<file path="src/rtl/core/ofb_pkg.sv">
// ofb_pkg: shared types and constants of the oled framebuffer rectangle-fill block
// used by ofb_seq and oled_framebuffer_rect_fill_top; no dependencies
package ofb_pkg;

    localparam int DEF_DISPLAY_ROWS    = 32;
    localparam int DEF_DISPLAY_COLUMNS = 128;
    localparam int PAGE_ROWS           = 8;

    typedef enum logic [1:0] {
        OP_FILL    = 2'd0,
        OP_CLEAR   = 2'd1,
        OP_PUBLISH = 2'd2,
        OP_READ    = 2'd3
    } t_op;

    typedef enum logic [2:0] {
        ST_INIT,
        ST_IDLE,
        ST_SETUP,
        ST_FILL,
        ST_CLEAR,
        ST_PUB,
        ST_DONE
    } t_state;

    // controls from the sequencer to the memories and result register
    typedef struct packed {
        logic rd_pix;    // read pixel page byte at the walk address
        logic pub_mode;  // pixel read feeds the published buffer, not a fill
        logic clr;       // write zero to both stores at the walk address
        logic rd_pub;    // read the published buffer at the requested index
        logic load;      // load the result register
        logic res_pub;   // result comes from the published buffer read
    } t_ctl;

endpackage

</file>
<file path="src/rtl/core/ofb_seq.sv">
// ofb_seq: command sequencer and address walker of the framebuffer block
// clips rectangles, walks page bytes and drives memory controls; needs ofb_pkg
module ofb_seq
    import ofb_pkg::*;
#(
    parameter int DISPLAY_ROWS    = DEF_DISPLAY_ROWS,
    parameter int DISPLAY_COLUMNS = DEF_DISPLAY_COLUMNS,
    localparam int PAGES     = (DISPLAY_ROWS + PAGE_ROWS - 1) / PAGE_ROWS,
    localparam int BUF_BYTES = PAGES * DISPLAY_COLUMNS,
    localparam int AW        = $clog2(BUF_BYTES)
) (
    input  logic               i_clk,
    input  logic               i_rst_n,
    input  logic               i_in_valid,
    output logic               o_in_ready,
    input  t_op                i_op,
    input  logic signed [8:0]  i_x_pos,
    input  logic signed [6:0]  i_y_pos,
    input  logic [7:0]         i_rect_width,
    input  logic [5:0]         i_rect_height,
    input  logic [8:0]         i_byte_index,
    input  logic               i_out_free,
    output t_ctl               o_ctl,
    output logic [AW-1:0]      o_addr,
    output logic [7:0]         o_mask
);

    localparam int CW  = $clog2(DISPLAY_COLUMNS + 1);
    localparam int RW  = $clog2(DISPLAY_ROWS + 1);
    localparam int PW  = (PAGES > 1) ? $clog2(PAGES) : 1;
    localparam int RCW = (RW > PW + 3) ? RW : PW + 3;
    localparam logic signed [10:0] COLS_S = 11'(DISPLAY_COLUMNS);
    localparam logic signed [8:0]  ROWS_S = 9'(DISPLAY_ROWS);

    t_state           r_state, n_state;
    logic [AW-1:0]    r_base, n_base;
    logic [CW-1:0]    r_col, n_col;
    logic [PW-1:0]    r_pg, n_pg;
    logic [PW-1:0]    r_pg_last, n_pg_last;
    logic             r_res_pub, n_res_pub;
    logic [CW-1:0]    r_c0, r_c1;
    logic [RW-1:0]    r_r0, r_r1;
    logic             r_empty;

    logic               ld_clip;
    logic signed [10:0] x_s, x_end, c0_s, c1_s;
    logic signed [8:0]  y_s, y_end, r0_s, r1_s;
    logic               clip_empty;
    logic [PW-1:0]      pg_first;
    logic               last_col, last_lin;

    // clip bounds from the incoming command
    always_comb begin
        x_s   = 11'(i_x_pos);
        x_end = x_s + $signed({3'b000, i_rect_width});
        c0_s  = (x_s < 0) ? 11'sd0 : x_s;
        c1_s  = (x_end > COLS_S) ? COLS_S : x_end;
        y_s   = 9'(i_y_pos);
        y_end = y_s + $signed({3'b000, i_rect_height});
        r0_s  = (y_s < 0) ? 9'sd0 : y_s;
        r1_s  = (y_end > ROWS_S) ? ROWS_S : y_end;
        clip_empty = (c1_s <= c0_s) || (r1_s <= r0_s);
    end

    always_ff @(posedge i_clk) begin
        if (ld_clip) begin
            r_c0    <= c0_s[CW-1:0];
            r_c1    <= c1_s[CW-1:0];
            r_r0    <= r0_s[RW-1:0];
            r_r1    <= r1_s[RW-1:0];
            r_empty <= clip_empty;
        end
    end

    always_ff @(posedge i_clk) begin
        if (!i_rst_n) begin
            r_state   <= ST_INIT;
            r_base    <= '0;
            r_col     <= '0;
            r_pg      <= '0;
            r_pg_last <= '0;
            r_res_pub <= 1'b0;
        end else begin
            r_state   <= n_state;
            r_base    <= n_base;
            r_col     <= n_col;
            r_pg      <= n_pg;
            r_pg_last <= n_pg_last;
            r_res_pub <= n_res_pub;
        end
    end

    // row mask of the current page
    always_comb begin
        logic [RCW-1:0] row;
        for (int b = 0; b < PAGE_ROWS; b++) begin
            row       = RCW'({r_pg, 3'(b)});
            o_mask[b] = (row >= RCW'(r_r0)) && (row < RCW'(r_r1));
        end
    end

    assign pg_first = PW'(r_r0 >> 3);
    assign last_col = (r_col + CW'(1)) == r_c1;
    assign last_lin = r_base == AW'(BUF_BYTES - 1);
    assign o_addr   = r_base + AW'(r_col);

    always_comb begin
        n_state    = r_state;
        n_base     = r_base;
        n_col      = r_col;
        n_pg       = r_pg;
        n_pg_last  = r_pg_last;
        n_res_pub  = r_res_pub;
        ld_clip    = 1'b0;
        o_in_ready = 1'b0;
        o_ctl      = '0;
        o_ctl.res_pub = r_res_pub;

        unique case (r_state)
            ST_INIT, ST_CLEAR: begin
                o_ctl.clr = 1'b1;
                n_base    = r_base + AW'(1);
                if (last_lin) begin
                    n_state = (r_state == ST_INIT) ? ST_IDLE : ST_DONE;
                end
            end
            ST_IDLE: begin
                o_in_ready = 1'b1;
                if (i_in_valid) begin
                    n_base    = '0;
                    n_col     = '0;
                    n_res_pub = 1'b0;
                    unique case (i_op)
                        OP_FILL: begin
                            ld_clip = 1'b1;
                            n_state = ST_SETUP;
                        end
                        OP_CLEAR:   n_state = ST_CLEAR;
                        OP_PUBLISH: n_state = ST_PUB;
                        OP_READ: begin
                            o_ctl.rd_pub = 1'b1;
                            n_res_pub    = {23'd0, i_byte_index} < 32'(BUF_BYTES);
                            n_state      = ST_DONE;
                        end
                        default: n_state = ST_DONE;
                    endcase
                end
            end
            ST_SETUP: begin
                if (r_empty) begin
                    n_state = ST_DONE;
                end else begin
                    n_pg      = pg_first;
                    n_pg_last = PW'((r_r1 - RW'(1)) >> 3);
                    n_base    = AW'(pg_first * DISPLAY_COLUMNS);
                    n_col     = r_c0;
                    n_state   = ST_FILL;
                end
            end
            ST_FILL: begin
                o_ctl.rd_pix = 1'b1;
                if (last_col) begin
                    n_col = r_c0;
                    if (r_pg == r_pg_last) begin
                        n_state = ST_DONE;
                    end else begin
                        n_pg   = r_pg + PW'(1);
                        n_base = r_base + AW'(DISPLAY_COLUMNS);
                    end
                end else begin
                    n_col = r_col + CW'(1);
                end
            end
            ST_PUB: begin
                o_ctl.rd_pix   = 1'b1;
                o_ctl.pub_mode = 1'b1;
                n_base         = r_base + AW'(1);
                if (last_lin) begin
                    n_state = ST_DONE;
                end
            end
            ST_DONE: begin
                if (i_out_free) begin
                    o_ctl.load = 1'b1;
                    n_state    = ST_IDLE;
                end
            end
            default: n_state = ST_INIT;
        endcase
    end

endmodule

</file>
<file path="config.mk">
export PLATFORM = sky130hd
export DESIGN_NAME = ofb_seq
export DESIGN_NICKNAME = d
export VERILOG_FILES = /design/src/rtl/core/ofb_pkg.sv /design/src/rtl/core/ofb_seq.sv
export SDC_FILE = /design/constraint.sdc
export NUM_CORES = 1
export LEC_CHECK = 0
export BUFFER_PORTS_ARGS = -buffer_cell sky130_fd_sc_hd__buf_2
export CAP_MARGIN = 10
export CELL_PAD_IN_SITES_DETAIL_PLACEMENT = 0
export CELL_PAD_IN_SITES_GLOBAL_PLACEMENT = 2
export CORE_UTILIZATION = 38
export CTS_CLUSTER_SIZE = 8
export DETAILED_ROUTE_END_ITERATION = 6
export HOLD_SLACK_MARGIN = 0.05
export PLACE_DENSITY = 0.87
export SYNTH_ARGS = -nofsm -noshare
export SYNTH_HDL_FRONTEND = slang
export SYNTH_SLANG_ARGS = --single-unit
</file>
<file path="constraint.sdc">
create_clock -name i_clk -period 8.24 [get_ports i_clk]
set_input_delay 1.648 -clock i_clk [delete_from_list [all_inputs] [get_ports i_clk]]
set_output_delay 1.648 -clock i_clk [all_outputs]
set_load 0.005 [all_outputs]
</file>
==> impl_results.md <==
- P_sw: 0.170 mW
- Hold Path Class: flip-flop to flip-flop
- Syn avg cell area: approximately 8.5 µm²
- Layout Nets: 700
- Synthesized area: between 4000 and 5000 µm²
- Slew HR: 28.1%
- CTS Buf Count: 5
- Clock root cell: clkbuf_16
- Sw Ratio: 26.9%
- Lkg Pwr: 2.37 nW
- Crit path DAT: roughly 5200 ps
- Worst Path Max Fanout: 5
- Max VDD drop: 0.0000858 V
- Crit path max-delay family: compound AO/OA/AOI/OAI gates
- Post-CTS Repair Setup Buffers: 0
- Slew @ Worst Pin: ~1100 ps
- P&R area growth vs syn: 12.2%
- Post-DP Area: roughly 5200 µm²
- Num rows: 40
- Pwr per Cell Area: about 120 nW/µm²
- HPWL Detailed: 8220 µm
- Seq pwr share: between 40% and 50%
- Starting Density: approximately 40%
- Post-Syn Nets: between 600 and 700
- RSZ-0062 raised after global routing: false
- Worst endpoint required time: 8260 ps
- Final hold violations: 0
- WL final: ~10000 µm
- Yosys top cell area share: between 10% and 20%
- Comb pwr share: between 20% and 30%
- Worst Setup End Kind: flip-flop
- Vias in the first global route: ~3800
- Vias: between 4000 and 5000
- Drt drc: 0
- Crit path cell chain: buf_2 -> ha_1 -> fa_1 -> a21o_1 -> a21oi_1 -> nor4b_1 -> a2111oi_1 -> mux2i_1 -> a22o_1 -> nor2_1 -> ha_1 -> nor2b_1 -> o21a_1 -> o21a_1 -> o21ai_0 -> nand2b_1 -> a21oi_1 -> or4_1
- Die Width: 113 µm
- Largest net degree at the start of global routing: 30
- Internal power: about 0.46 mW
- Max Cap Viol: 0
- Slowest Stage Delay on Critical Path: approximately 510 ps
- FMAX: a little under 200 MHz
- # fillers: about 1200
- Drt first pass iters: 5
- PortBufs: 59
- ANT nets after route: 0
- Sequential share of the synthesized area: 29.1%
- Grt ovf: 0
- Tcrit/Tclk final: a little over three fifths
- Top cells by count, synth: 50 x inv_1, 49 x ha_1, 45 x a21oi_1
- Most frequent cell after synthesis: inv_1
- # setup viols final: 0
- Number of buffers and inverters on the critical path: 1
- Max Slew Vio Count: 0
- H-Tree Level Count: 2
- Status: finished clean
- CTS tree: done
- Clk sink count: 54
- Die area: around 13000 µm²
- Fin crit period: slightly above 5000 ps
- Clk slew on worst S/H paths: 70 ps
- DR WL/cell: about 14 µm
- Setup crit start kind: input port
- Worst clock skew: 5.78 ps
- Yosys Warn Count: 0
- Via density: 5.22
- Prevailing post-synth register cell: edfxtp_1
- Antenna violations before repair: 0
- Post-CTS sizing: 0
- Placer congestion estimate: approximately 0.79
- Synth async-reset ratio: 0%
- TNS Setup: 0 ps
- Number of flops mapped to enable cells by yosys: 29
- Slowest cell on crit path: a2111oi_1
- Share of post-route cells with drive strength above 1: 12.7%
- GRT Overall Usage: around 17%
- First-pass GRT wire length: approximately 18000 µm
- Drt initial violations: roughly 160
- Clock network power share: about a third
- Crit Path Category: input port to flip-flop
- Longest Clk Path Bufs: 2
- Worst-Skew Late Latency: just under 300 ps
- Synth unique cells: 65
- Core area: 12100 µm²
- Post-route design area: 5290 µm²
- Worst reg-to-reg setup slack: about 5700 ps
- Synthesized instance count: 552
- Yosys top cell by area: edfxtp_1
- Hold_buf cts: 0
- IO Count: between 60 and 70
- Die H: roughly 110 µm
- Yosys reg bits: 54
- Antenna diodes: 0
- Top cells by area, synth: edfxtp_1 18%, ha_1 13%, dfxtp_1 11%
[kinds of logic (layout without fill, tap and decap cells)]
| kind of cell | count (synthesis) | in the layout | share of synthesized area (%) |
|---|---|---|---|
| AND/OR/NAND/NOR | 179 | 179 | 20.3 |
| buffers and inverters | 66 | 118 | 5.65 |
| flip-flops | 54 | 54 | 29.1 |
| adder cells (fa/ha/maj) | 52 | 52 | 14.3 |
| AO/OA/AOI/OAI | 150 | 150 | 20.3 |
| multiplexers | 12 | 12 | 2.55 |
| XOR/XNOR | 39 | 39 | 7.85 |
[placed cells by master, fill, tap and decap left out, drive strengths merged, types with 7 or more instances in the layout]
master   n
a21o     7
a21oi   45
buf     60
dfxtp   25
edfxtp  29
ha      49
inv     51
mux2i   12
nand2   40
nand2b  28
nand3   12
nor2    34
nor2b   17
nor3    12
o211ai   9
o21a     9
o21ai   33
xnor2   20
xor2    17
[power by group through the flow]
| stage | Sequential (mW) | Clock, mW | Combinational (mW) |
|---|---|---|---|
| finish | 0.289 | 0.205 | 0.138 |
| global route | 0.289 | 0.222 | 0.159 |
| CTS | 0.289 | 0.210 | 0.140 |
| detailed placement | 0.295 | 0 | 0.139 |
| global placement | 0.295 | 0 | 0.136 |
| floorplan | 0.295 | 0 | 0.101 |
[per-stage QoR]
stage	utilization (%)	hold WS (ps)	cells	setup WS, ps	power [mW]
after global routing	43.9	570	772	2710	0.671
after detailed placement	42.7	511	764	2750	0.434
after CTS	43.9	520	772	3040	0.639
after global placement	42.7	502	764	2770	0.432
after floorplan	-	484	552	3230	0.396
final	43.9	517	772	3050	0.632
[routing by layer]
metal | vias to the layer above | GRT usage [%] | share of wire, %
met1 | 1866 | 22.8 | 50
met5 | - | 0 | 0
met4 | 0 | 3.68 | 0.83
met2 | 81 | 28.3 | 46
li1 | 2080 | - | -
met3 | 6 | 1.75 | 2.5
[worst min-delay path, stage by stage, from the launching register on]
cell and delay (ps):
dfxtp_1 340, o21ai_0 80, a21oi_1 60
[path summary, 6_finish.rpt]
kind / depth (start not counted) / startpoint / end
hold reg to reg: 2 / r_base[4]$_SDFFE_PN0P_ / r_base[4]$_SDFFE_PN0P_
setup / recovery: 18 / i_y_pos[0] / r_empty$_DFFE_PP_
hold / removal: 2 / r_base[4]$_SDFFE_PN0P_ / r_base[4]$_SDFFE_PN0P_
setup reg to reg: 8 / r_col[0]$_SDFFE_PN0P_ / r_pg[0]$_SDFFE_PN0P_
[registers in the layout (all words and copies together), names as in the netlist]
name and count:
r_pg 2, r_col 8, r_c0 8, r_c1 8, r_pg_last 2, r_r0 6
r_res_pub 1, r_r1 6, r_base 9, r_empty 1, r_state 3
[final cells by class]
cell class	instances	area [µm²]	area share, %
repair buffers	60	303	5.72
multi-input cells	432	3080	58.2
well taps	168	210	3.97
flip-flops and latches	54	1370	25.9
clock inverters	2	13.8	0.260
clock buffers	6	129	2.43
inverters	50	188	3.55
No activity file was read; power rests on OpenSTA's default activity.
